## src/rtl/tgad_pkg.sv

```systemverilog
// ----------------------------------------------------------------------------
// tgad_pkg
// Shared types and codes of the TGA byte stream decoder.
// ----------------------------------------------------------------------------
package tgad_pkg;

	localparam int QDepth = 4;
	localparam int QPtrW  = $clog2(QDepth);

	localparam logic [2:0] ST_PIXEL     = 3'd0;
	localparam logic [2:0] ST_HEADER    = 3'd1;
	localparam logic [2:0] ST_COLORMAP  = 3'd2;
	localparam logic [2:0] ST_BAD_TYPE  = 3'd3;
	localparam logic [2:0] ST_BAD_DEPTH = 3'd4;
	localparam logic [2:0] ST_BAD_ALPHA = 3'd5;

	localparam logic [1:0] KIND_GREY = 2'd0;
	localparam logic [1:0] KIND_RGB  = 2'd1;
	localparam logic [1:0] KIND_RGBA = 2'd2;

	localparam logic [7:0] TYPE_RAW_RGB  = 8'd2;
	localparam logic [7:0] TYPE_RAW_GREY = 8'd3;
	localparam logic [7:0] TYPE_RLE_RGB  = 8'd10;
	localparam logic [7:0] TYPE_RLE_GREY = 8'd11;

	typedef enum logic [2:0] {
		PH_IDLE,
		PH_HEADER,
		PH_SKIP,
		PH_PACKET,
		PH_PIXEL,
		PH_DONE
	} phase_t;

	// classified item passed from the parser to the formatter
	typedef struct packed {
		logic [2:0]       status;
		logic [15:0]      width;
		logic [15:0]      height;
		logic [5:0]       depth;
		logic [3:0]       alpha;
		logic [1:0]       kind;
		logic [3:0][7:0]  bytes;
		logic [7:0]       rep;
		logic             last;
	} entry_t;

endpackage

```

## src/rtl/tgad_front.sv

```systemverilog
// ----------------------------------------------------------------------------
// tgad_front
// Byte parser: header checks, ID skip, packet and pixel tracking.
// ----------------------------------------------------------------------------
module tgad_front (
	input  logic                 clk,
	input  logic                 arst_n,
	input  logic                 acc,
	input  logic [7:0]           data_byte,
	input  logic                 start_of_file,
	output logic                 emit,
	output tgad_pkg::entry_t     entry
);

	tgad_pkg::phase_t phase_q, phase_n, ph;
	logic [4:0]  hidx_q, hidx_n, hidx;
	logic [7:0]  skip_q, skip_n, skip;
	logic [15:0] width_q, width_n, width;
	logic [15:0] height_q, height_n, height;
	logic [5:0]  depth_q, depth_n, depth;
	logic [3:0]  alpha_q, alpha_n, alpha;
	logic [1:0]  kind_q, kind_n, kind;
	logic        rle_q, rle_n, rle;
	logic [31:0] left_q, left_n, left;
	logic        run_q, run_n, run;
	logic [7:0]  pkt_q, pkt_n, pkt;
	logic [1:0]  bip_q, bip_n, bip;
	logic [3:0][7:0] pb_q;
	logic [3:0][7:0] pbx;
	logic [2:0]  bpp;
	logic [7:0]  cnt;
	logic [7:0]  rep;
	logic [31:0] left_dec;
	logic [7:0]  pkt_dec;

	always_comb begin
		ph     = start_of_file ? tgad_pkg::PH_HEADER : phase_q;
		hidx   = start_of_file ? 5'd0 : hidx_q;
		skip   = start_of_file ? 8'd0 : skip_q;
		width  = start_of_file ? 16'd0 : width_q;
		height = start_of_file ? 16'd0 : height_q;
		depth  = start_of_file ? 6'd0 : depth_q;
		alpha  = start_of_file ? 4'd0 : alpha_q;
		kind   = start_of_file ? 2'd0 : kind_q;
		rle    = start_of_file ? 1'b0 : rle_q;
		left   = start_of_file ? 32'd0 : left_q;
		run    = start_of_file ? 1'b0 : run_q;
		pkt    = start_of_file ? 8'd0 : pkt_q;
		bip    = start_of_file ? 2'd0 : bip_q;

		pbx = pb_q;
		pbx[bip] = data_byte;

		bpp = depth[5:3];
		if (bpp == 3'd0) begin
			bpp = 3'd1;
		end else if (bpp > 3'd4) begin
			bpp = 3'd4;
		end

		cnt = {1'b0, data_byte[6:0]} + 8'd1;
		if (left < {24'd0, cnt}) begin
			cnt = left[7:0];
		end

		rep = (rle && run) ? pkt : 8'd1;
		if (rep == 8'd0) begin
			rep = 8'd1;
		end
		if (left < {24'd0, rep}) begin
			rep = left[7:0];
		end
		left_dec = left - {24'd0, rep};
		pkt_dec  = (pkt != 8'd0) ? pkt - 8'd1 : 8'd0;

		phase_n  = ph;
		hidx_n   = hidx;
		skip_n   = skip;
		width_n  = width;
		height_n = height;
		depth_n  = depth;
		alpha_n  = alpha;
		kind_n   = kind;
		rle_n    = rle;
		left_n   = left;
		run_n    = run;
		pkt_n    = pkt;
		bip_n    = bip;

		emit         = 1'b0;
		entry        = '0;
		entry.width  = width;
		entry.height = height;
		entry.depth  = depth;
		entry.alpha  = alpha;
		entry.kind   = kind;
		entry.bytes  = pbx;

		unique case (ph)
			tgad_pkg::PH_HEADER: begin
				if (hidx < 5'd31) begin
					hidx_n = hidx + 5'd1;
				end
				unique case (hidx)
					5'd0: skip_n = data_byte;
					5'd1: begin
						if (data_byte == 8'd1) begin
							emit         = 1'b1;
							entry.status = tgad_pkg::ST_COLORMAP;
							phase_n      = tgad_pkg::PH_DONE;
						end
					end
					5'd2: begin
						priority if (data_byte == tgad_pkg::TYPE_RAW_RGB) begin
							kind_n = tgad_pkg::KIND_RGB;
							rle_n  = 1'b0;
						end else if (data_byte == tgad_pkg::TYPE_RAW_GREY) begin
							kind_n = tgad_pkg::KIND_GREY;
							rle_n  = 1'b0;
						end else if (data_byte == tgad_pkg::TYPE_RLE_RGB) begin
							kind_n = tgad_pkg::KIND_RGB;
							rle_n  = 1'b1;
						end else if (data_byte == tgad_pkg::TYPE_RLE_GREY) begin
							kind_n = tgad_pkg::KIND_GREY;
							rle_n  = 1'b1;
						end else begin
							emit         = 1'b1;
							entry.status = tgad_pkg::ST_BAD_TYPE;
							phase_n      = tgad_pkg::PH_DONE;
						end
					end
					5'd12: width_n[7:0]   = data_byte;
					5'd13: width_n[15:8]  = data_byte;
					5'd14: height_n[7:0]  = data_byte;
					5'd15: height_n[15:8] = data_byte;
					5'd16: begin
						if (data_byte != 8'd8 && data_byte != 8'd16 &&
						    data_byte != 8'd24 && data_byte != 8'd32) begin
							emit         = 1'b1;
							entry.status = tgad_pkg::ST_BAD_DEPTH;
							phase_n      = tgad_pkg::PH_DONE;
						end else begin
							depth_n = data_byte[5:0];
							left_n  = width * height;
						end
					end
					5'd17: begin
						alpha_n = data_byte[3:0];
						emit    = 1'b1;
						if (data_byte[3:0] != 4'd0 && data_byte[3:0] != 4'd8) begin
							entry.status = tgad_pkg::ST_BAD_ALPHA;
							phase_n      = tgad_pkg::PH_DONE;
						end else begin
							if (kind == tgad_pkg::KIND_RGB && depth == 6'd32) begin
								kind_n = tgad_pkg::KIND_RGBA;
							end
							entry.status = tgad_pkg::ST_HEADER;
							entry.alpha  = data_byte[3:0];
							entry.kind   = kind_n;
							pkt_n        = 8'd0;
							run_n        = 1'b0;
							bip_n        = 2'd0;
							if (left == 32'd0) begin
								entry.last = 1'b1;
								phase_n    = tgad_pkg::PH_DONE;
							end else if (skip != 8'd0) begin
								phase_n = tgad_pkg::PH_SKIP;
							end else begin
								phase_n = rle ? tgad_pkg::PH_PACKET : tgad_pkg::PH_PIXEL;
							end
						end
					end
					default: ;
				endcase
			end
			tgad_pkg::PH_SKIP: begin
				if (skip != 8'd0) begin
					skip_n = skip - 8'd1;
				end
				if (skip_n == 8'd0) begin
					phase_n = rle ? tgad_pkg::PH_PACKET : tgad_pkg::PH_PIXEL;
				end
			end
			tgad_pkg::PH_PACKET: begin
				run_n   = data_byte[7];
				pkt_n   = cnt;
				bip_n   = 2'd0;
				phase_n = tgad_pkg::PH_PIXEL;
			end
			tgad_pkg::PH_PIXEL: begin
				if ({1'b0, bip} + 3'd1 < bpp) begin
					bip_n = bip + 2'd1;
				end else begin
					bip_n  = 2'd0;
					left_n = left_dec;
					if (rle) begin
						pkt_n = run ? 8'd0 : pkt_dec;
					end
					emit         = 1'b1;
					entry.status = tgad_pkg::ST_PIXEL;
					entry.rep    = rep;
					if (left_dec == 32'd0) begin
						entry.last = 1'b1;
						phase_n    = tgad_pkg::PH_DONE;
					end else if (rle && pkt_n == 8'd0) begin
						phase_n = tgad_pkg::PH_PACKET;
					end
				end
			end
			default: ;
		endcase
		if (!acc) begin
			emit = 1'b0;
		end
	end

	always_ff @(posedge clk or negedge arst_n) begin
		if (!arst_n) begin
			phase_q  <= tgad_pkg::PH_IDLE;
			hidx_q   <= '0;
			skip_q   <= '0;
			width_q  <= '0;
			height_q <= '0;
			depth_q  <= '0;
			alpha_q  <= '0;
			kind_q   <= '0;
			rle_q    <= 1'b0;
			left_q   <= '0;
			run_q    <= 1'b0;
			pkt_q    <= '0;
			bip_q    <= '0;
		end else if (acc) begin
			phase_q  <= phase_n;
			hidx_q   <= hidx_n;
			skip_q   <= skip_n;
			width_q  <= width_n;
			height_q <= height_n;
			depth_q  <= depth_n;
			alpha_q  <= alpha_n;
			kind_q   <= kind_n;
			rle_q    <= rle_n;
			left_q   <= left_n;
			run_q    <= run_n;
			pkt_q    <= pkt_n;
			bip_q    <= bip_n;
		end
	end

	always_ff @(posedge clk) begin
		if (acc && ph == tgad_pkg::PH_PIXEL) begin
			pb_q[bip] <= data_byte;
		end
	end

endmodule

```

## src/rtl/tgad_queue.sv

```systemverilog
// ----------------------------------------------------------------------------
// tgad_queue
// Short queue of classified items between parser and formatter.
// ----------------------------------------------------------------------------
module tgad_queue (
	input  logic             clk,
	input  logic             arst_n,
	input  logic             wr,
	input  tgad_pkg::entry_t wdata,
	input  logic             rd,
	output tgad_pkg::entry_t rdata,
	output logic             full,
	output logic             nonempty
);

	tgad_pkg::entry_t mem [tgad_pkg::QDepth];
	logic [tgad_pkg::QPtrW-1:0] wptr_q, rptr_q;
	logic [tgad_pkg::QPtrW:0]   cnt_q;

	assign full     = (cnt_q == (tgad_pkg::QPtrW+1)'(tgad_pkg::QDepth));
	assign nonempty = (cnt_q != '0);
	assign rdata    = mem[rptr_q];

	always_ff @(posedge clk) begin
		if (wr) begin
			mem[wptr_q] <= wdata;
		end
	end

	always_ff @(posedge clk or negedge arst_n) begin
		if (!arst_n) begin
			wptr_q <= '0;
			rptr_q <= '0;
			cnt_q  <= '0;
		end else begin
			if (wr) begin
				wptr_q <= wptr_q + 1'b1;
			end
			if (rd) begin
				rptr_q <= rptr_q + 1'b1;
			end
			unique case ({wr, rd})
				2'b10:   cnt_q <= cnt_q + 1'b1;
				2'b01:   cnt_q <= cnt_q - 1'b1;
				default: cnt_q <= cnt_q;
			endcase
		end
	end

endmodule

```

## src/rtl/tgad_back.sv

```systemverilog
// ----------------------------------------------------------------------------
// tgad_back
// Result formatter: field masking, BGR(A) swap and output register.
// ----------------------------------------------------------------------------
module tgad_back (
	input  logic             clk,
	input  logic             arst_n,
	input  logic             q_nonempty,
	input  tgad_pkg::entry_t q_data,
	output logic             q_rd,
	input  logic             pop,
	output logic             empty,
	output logic [2:0]       status,
	output logic [15:0]      image_width,
	output logic [15:0]      image_height,
	output logic [5:0]       pixel_bits,
	output logic [3:0]       alpha_bits,
	output logic [1:0]       image_kind,
	output logic [7:0]       chan0,
	output logic [7:0]       chan1,
	output logic [7:0]       chan2,
	output logic [7:0]       chan3,
	output logic [7:0]       repeat_count,
	output logic             last_pixel
);

	logic            valid_q;
	tgad_pkg::entry_t fmt, out_q;
	logic [2:0]      bpp;

	assign q_rd  = q_nonempty && (!valid_q || pop);
	assign empty = !valid_q;

	always_comb begin
		bpp = q_data.depth[5:3];
		if (bpp == 3'd0) begin
			bpp = 3'd1;
		end else if (bpp > 3'd4) begin
			bpp = 3'd4;
		end
		fmt        = '0;
		fmt.status = q_data.status;
		fmt.last   = q_data.last;
		priority if (q_data.status == tgad_pkg::ST_PIXEL) begin
			for (int j = 0; j < 4; j++) begin
				if (j < int'(bpp)) begin
					fmt.bytes[j] = q_data.bytes[j];
				end
			end
			if (q_data.kind != tgad_pkg::KIND_GREY &&
			    (q_data.depth == 6'd24 || q_data.depth == 6'd32)) begin
				fmt.bytes[0] = q_data.bytes[2];
				fmt.bytes[2] = q_data.bytes[0];
			end
			fmt.rep = q_data.rep;
		end else if (q_data.status == tgad_pkg::ST_HEADER) begin
			fmt.width  = q_data.width;
			fmt.height = q_data.height;
			fmt.depth  = q_data.depth;
			fmt.alpha  = q_data.alpha;
			fmt.kind   = q_data.kind;
		end else begin
			fmt.last = 1'b0;
		end
	end

	always_ff @(posedge clk or negedge arst_n) begin
		if (!arst_n) begin
			valid_q <= 1'b0;
		end else if (q_rd) begin
			valid_q <= 1'b1;
		end else if (pop) begin
			valid_q <= 1'b0;
		end
	end

	always_ff @(posedge clk) begin
		if (q_rd) begin
			out_q <= fmt;
		end
	end

	assign status       = out_q.status;
	assign image_width  = out_q.width;
	assign image_height = out_q.height;
	assign pixel_bits   = out_q.depth;
	assign alpha_bits   = out_q.alpha;
	assign image_kind   = out_q.kind;
	assign chan0        = out_q.bytes[0];
	assign chan1        = out_q.bytes[1];
	assign chan2        = out_q.bytes[2];
	assign chan3        = out_q.bytes[3];
	assign repeat_count = out_q.rep;
	assign last_pixel   = out_q.last;

endmodule

```

## src/rtl/tga_image_stream_decoder_core.sv

```systemverilog
// ----------------------------------------------------------------------------
// tga_image_stream_decoder_core
// TGA byte stream decoder: header result, errors and pixel/run results.
// ----------------------------------------------------------------------------
// Throughput: one byte per cycle while the queue is not full, set by the parser update.
// A taken byte writes its result into the queue, from which it moves to the
//   output register when that is free.
// Image size product is formed by one 16x16 multiply on header byte 16.
// Reset: asynchronous, clears parser state and queue; no clearing pass.
module tga_image_stream_decoder_core (
	input  logic        clk,
	input  logic        arst_n,
	input  logic        push,
	output logic        full,
	input  logic [7:0]  data_byte,
	input  logic        start_of_file,
	output logic        empty,
	input  logic        pop,
	output logic [2:0]  status,
	output logic [15:0] image_width,
	output logic [15:0] image_height,
	output logic [5:0]  pixel_bits,
	output logic [3:0]  alpha_bits,
	output logic [1:0]  image_kind,
	output logic [7:0]  chan0,
	output logic [7:0]  chan1,
	output logic [7:0]  chan2,
	output logic [7:0]  chan3,
	output logic [7:0]  repeat_count,
	output logic        last_pixel
);

	logic             acc;
	logic             emit;
	tgad_pkg::entry_t f_entry;
	tgad_pkg::entry_t q_data;
	logic             q_rd;
	logic             q_nonempty;

	assign acc = push && !full;

	tgad_front u_front (
		.clk           (clk),
		.arst_n        (arst_n),
		.acc           (acc),
		.data_byte     (data_byte),
		.start_of_file (start_of_file),
		.emit          (emit),
		.entry         (f_entry)
	);

	tgad_queue u_queue (
		.clk      (clk),
		.arst_n   (arst_n),
		.wr       (emit),
		.wdata    (f_entry),
		.rd       (q_rd),
		.rdata    (q_data),
		.full     (full),
		.nonempty (q_nonempty)
	);

	tgad_back u_back (
		.clk          (clk),
		.arst_n       (arst_n),
		.q_nonempty   (q_nonempty),
		.q_data       (q_data),
		.q_rd         (q_rd),
		.pop          (pop),
		.empty        (empty),
		.status       (status),
		.image_width  (image_width),
		.image_height (image_height),
		.pixel_bits   (pixel_bits),
		.alpha_bits   (alpha_bits),
		.image_kind   (image_kind),
		.chan0        (chan0),
		.chan1        (chan1),
		.chan2        (chan2),
		.chan3        (chan3),
		.repeat_count (repeat_count),
		.last_pixel   (last_pixel)
	);

	a_drain: assert property (@(posedge clk) disable iff (!arst_n)
		(empty && q_nonempty) |=> !empty)
		else $error("queued item not moved to output");

	a_status_range: assert property (@(posedge clk) disable iff (!arst_n)
		!empty |-> (status <= tgad_pkg::ST_BAD_ALPHA))
		else $error("status code out of range");

	a_pixel_rep: assert property (@(posedge clk) disable iff (!arst_n)
		(!empty && status == tgad_pkg::ST_PIXEL) |-> (repeat_count != 8'd0))
		else $error("pixel item with zero repeat count");

	a_nonpixel_clean: assert property (@(posedge clk) disable iff (!arst_n)
		(!empty && status != tgad_pkg::ST_PIXEL) |->
		(repeat_count == 8'd0 && chan0 == 8'd0 && chan3 == 8'd0))
		else $error("pixel fields set in header or error item");

endmodule
```

## config.mk

```make
export PLATFORM = sky130hd
export DESIGN_NAME = tga_image_stream_decoder_core
export DESIGN_NICKNAME = d
export VERILOG_FILES = /design/src/rtl/tgad_pkg.sv /design/src/rtl/tgad_front.sv /design/src/rtl/tgad_queue.sv /design/src/rtl/tgad_back.sv /design/src/rtl/tga_image_stream_decoder_core.sv
export SDC_FILE = /design/constraint.sdc
export NUM_CORES = 2
export LEC_CHECK = 0
export BUFFER_PORTS_ARGS = -buffer_cell sky130_fd_sc_hd__buf_2
export CAP_MARGIN = 20
export CORE_ASPECT_RATIO = 0.5
export CORE_MARGIN = 2
export CORE_UTILIZATION = 46
export CTS_BUF_LIST = sky130_fd_sc_hd__clkbuf_4 sky130_fd_sc_hd__clkbuf_8
export CTS_CLUSTER_SIZE = 12
export DETAILED_ROUTE_END_ITERATION = 7
export HOLD_SLACK_MARGIN = 0.02
export SLEW_MARGIN = 0
export SYNTH_ARGS = -nofsm -noshare
export SYNTH_HDL_FRONTEND = slang
export SYNTH_SLANG_ARGS = --single-unit
```

## constraint.sdc

```tcl
create_clock -name clk -period 7.3 [get_ports clk]
set_input_delay 0.73 -clock clk [delete_from_list [all_inputs] [get_ports clk]]
set_output_delay 0.73 -clock clk [all_outputs]
set_load 0.05 [all_outputs]
```

==> run metrics <==
run status completed; final clock period utilization by the worst path 0.926; dpl cells 3963; post-cts sizing count 0; unrepaired setup endpoints after global routing no; routed wl met2 approximately 42000 um; length of routed wiring on met1 40400 um; FFs w/ async S/R, synth 0.192; overall die height 198 um; # hold bufs at CTS 0; Core Footprint 0.0737 sq mm; proportion of netlist area held by the largest area contributor 0.410; area occupied by multi-input gates between 0.015 and 0.02 sq mm; worst setup slack after layout between 500 and 600 ps; Setup-failing EPs final 0; I/O pins approximately 100; wire length of the first global-routing pass 142000 um; Clock Tree Buf Depth 3; Clock Sinks 584; filler cell count in the final layout 6314; leading area contributor after synthesis sky130_fd_sc_hd__edfxtp_1; Cell Chain, Critical Path nor2b_4 > nand2_1 > fa_1 > inv_1 > fa_1 > ha_1 > inv_1 > fa_1 > inv_1 > fa_1 > fa_1 > ha_1 > a211o_1 > o311a_1 > a211oi_2 > o21ai_2 > o31ai_2 > a21boi_2 > o41ai_2 > mux2i_1 > nand2_1; met3 wirelength from detailed routing 6630 um; Max-Cap Viols 0; GRT Util Overall 0.243; CP arrival around 7300 ps; final wirelength roughly 90000 um; Design Area, Final roughly 0.039 sq mm; antenna-violating nets left 0; fmax around 150 MHz; clock transition time at the flip-flop clock pins of the worst setup and hold paths 70 ps; total nets after synthesis ~3200; ratio of routed vias to standard cells about 5.6; Die ar. 0.0774 sq mm; most prevalent standard cell on the critical path sky130_fd_sc_hd__fa_1; highest routed layer met5; via count approximately 23000; final instance count without filler cells 4131; count of cell types in the netlist 78; number of enable-type register cells in the synthesized netlist 472; Final Max Tran Viols 0; Pwr Total around 13 mW; Cells after Synth around 2800; total CTS buffers 87; clock latency on the worst-skew pair roughly 700 ps; measured slew at the worst slew-check pin about 1100 ps; TritonCTS clock tree yes; Initial DRT Pass Iterations 6; worst slack at placement 45.8 ps; detailed-route DRC error count 0; leading cell types in the layout, fill and taps excluded sky130_fd_sc_hd__edfxtp_1 (472), sky130_fd_sc_hd__nand2_1 (308), sky130_fd_sc_hd__inv_1 (263); leading post-synthesis cells by cell area sky130_fd_sc_hd__edfxtp_1 (41%), sky130_fd_sc_hd__fa_1 (11%), sky130_fd_sc_hd__dfrtp_1 (8.1%); worst slew slack as a fraction of its limit 0.297; static leakage power 15.5 nW; mean instance size in the synthesized netlist between 10 and 15 sq um; Core Rows 70; via count of the first global-routing pass roughly 24000; crit-path max FO 14; Total Neg Setup Slack 0 ps; nature of the critical path endpoint register; level count of the clock H-tree 3; count of warnings emitted by yosys 0; share of layout cells above drive strength 1 0.190; class of the worst hold path in2async; remaining global-route overflow 0; worst setup slack for register-to-register paths 540 ps; shortest period the worst path allows slightly below 7000 ps; most common cell after layout, fill and taps aside sky130_fd_sc_hd__edfxtp_1; placed cell area ~0.037 sq mm; P per Cell Area 325 mW/mm^2; library cell contributing the largest single delay on the critical path sky130_fd_sc_hd__dfrtp_1; register bit count reported by yosys around 580; synthesis-to-layout area growth 13.1%; detail-routed net length per standard cell 22.1 um; worst setup path class reg2reg; setup skew after layout between 50 and 60 ps; quantity of I/O buffers inserted on ports approximately 100; number of antenna violations at the first check in global routing 7; storage element area 0.0170 sq mm; Worst IR Drop VDD 0.179 mV; endpoints failing hold 0; Root Buffer Master sky130_fd_sc_hd__clkbuf_8; most instantiated flip-flop cell in the synthesis netlist sky130_fd_sc_hd__edfxtp_1; share of synthesized area occupied by flip-flops and latches 0.491; largest incremental delay on the critical path 760 ps; Worst Path Required ~7900 ps; RePlAce Congestion 0.916; Initial DRC Count around 1900; width of the die roughly 390 um; HPWL reported at the end of detailed placement 64400 um; CP startpoint kind register; pin count of the biggest net entering global routing 62; Final Net Count 3404; cell area after synthesis 0.0345 sq mm; setup bufs post-CTS 0; effective utilization at floorplan 0.469
==> cell families after synthesis <==
kind of cell	share of synthesized area
fa+ha+maj	0.168
compound gates	0.0813
buf+inv	0.0454
mux	0.0770
xor+xnor	0.0122
simple gates	0.125
flops	0.491
==> worst max-delay path: cells and delay by family (launching register included) <==
family	cells	cell delay, ps
AO/OA/AOI/OAI	7	1960
multiplexers	1	220
flip-flops	1	760
adder cells (fa/ha/maj)	7	3030
buffers and inverters	3	160
AND/OR/NAND/NOR	3	540
==> cell usage after synthesis, types with 10 or more instances <==
master	instances
sky130_fd_sc_hd__mux2i_1	17
sky130_fd_sc_hd__clkbuf_1	122
sky130_fd_sc_hd__xor2_1	24
sky130_fd_sc_hd__nand2_1	308
sky130_fd_sc_hd__nor4_1	14
sky130_fd_sc_hd__dfrtp_1	112
sky130_fd_sc_hd__a22oi_1	14
sky130_fd_sc_hd__nand4_1	14
sky130_fd_sc_hd__nor2_1	131
sky130_fd_sc_hd__inv_1	264
sky130_fd_sc_hd__xnor2_1	24
sky130_fd_sc_hd__mux4_2	88
sky130_fd_sc_hd__o31ai_1	10
sky130_fd_sc_hd__and2_1	99
sky130_fd_sc_hd__a31oi_1	12
sky130_fd_sc_hd__edfxtp_1	472
sky130_fd_sc_hd__nand3_1	37
sky130_fd_sc_hd__a21oi_1	97
sky130_fd_sc_hd__nand2b_1	30
sky130_fd_sc_hd__nor3_1	48
sky130_fd_sc_hd__buf_1	19
sky130_fd_sc_hd__o211ai_1	11
sky130_fd_sc_hd__o22ai_1	13
sky130_fd_sc_hd__a22o_1	46
sky130_fd_sc_hd__nor2b_1	77
sky130_fd_sc_hd__and3_1	54
sky130_fd_sc_hd__a21o_1	21
sky130_fd_sc_hd__ha_1	150
sky130_fd_sc_hd__mux2_2	45
sky130_fd_sc_hd__fa_1	196
sky130_fd_sc_hd__o21ai_0	116
==> power by group <==
group	switching [mW]	internal, mW
Clock	1.32	1.44
Combinational	3.29	2.15
Sequential	0.372	4.11
==> through the flow <==
stage / hold WS [ps] / utilization
floorplan: 434 / -
global placement: 483 / 0.506
detailed placement: 485 / 0.506
CTS: 94.0 / 0.530
global route: 130 / 0.530
finish: 117 / 0.530
==> registers in the layout (all words and copies together) (netlist names), 16 cells and up <==
register and flops:
u_queue.mem 352, u_front.left_q 32, u_front.pb_q 32, u_back.image_height 16, u_back.image_width 16, u_front.height_q 16
u_front.width_q 16
==> per-layer routing <==
layer	track usage	vias to the layer above
met1	0.341	11874
met3	0.0479	158
met4	0.0756	2
met2	0.385	800
met5	0	-
li1	-	10505
==> area by class of cell <==
type,instances,area share
Sequential cell,584,0.435
Multi-Input combinational cell,1837,0.413
Timing Repair Buffer,271,0.0482
Clock buffer,120,0.0378
Tap cell,1008,0.0323
Inverter,264,0.0254
Clock inverter,42,0.00798
Antenna cell,5,0.000320
==> final timing paths <==
check	start	end	cells past startpoint
hold reg to reg	u_queue.cnt_q[0]	u_queue.cnt_q[0]	1
min in group clk	pop	u_back.valid_q	2
setup / recovery	u_front.height_q[6]	u_front.left_q[31]	21
hold / removal	arst_n	u_front.left_q[19]	1
setup reg to reg	u_front.height_q[6]	u_front.left_q[31]	21
max in group asynchronous	arst_n	u_queue.rptr_q[1]	2
Note: power is estimated with default switching activity, not from simulation.
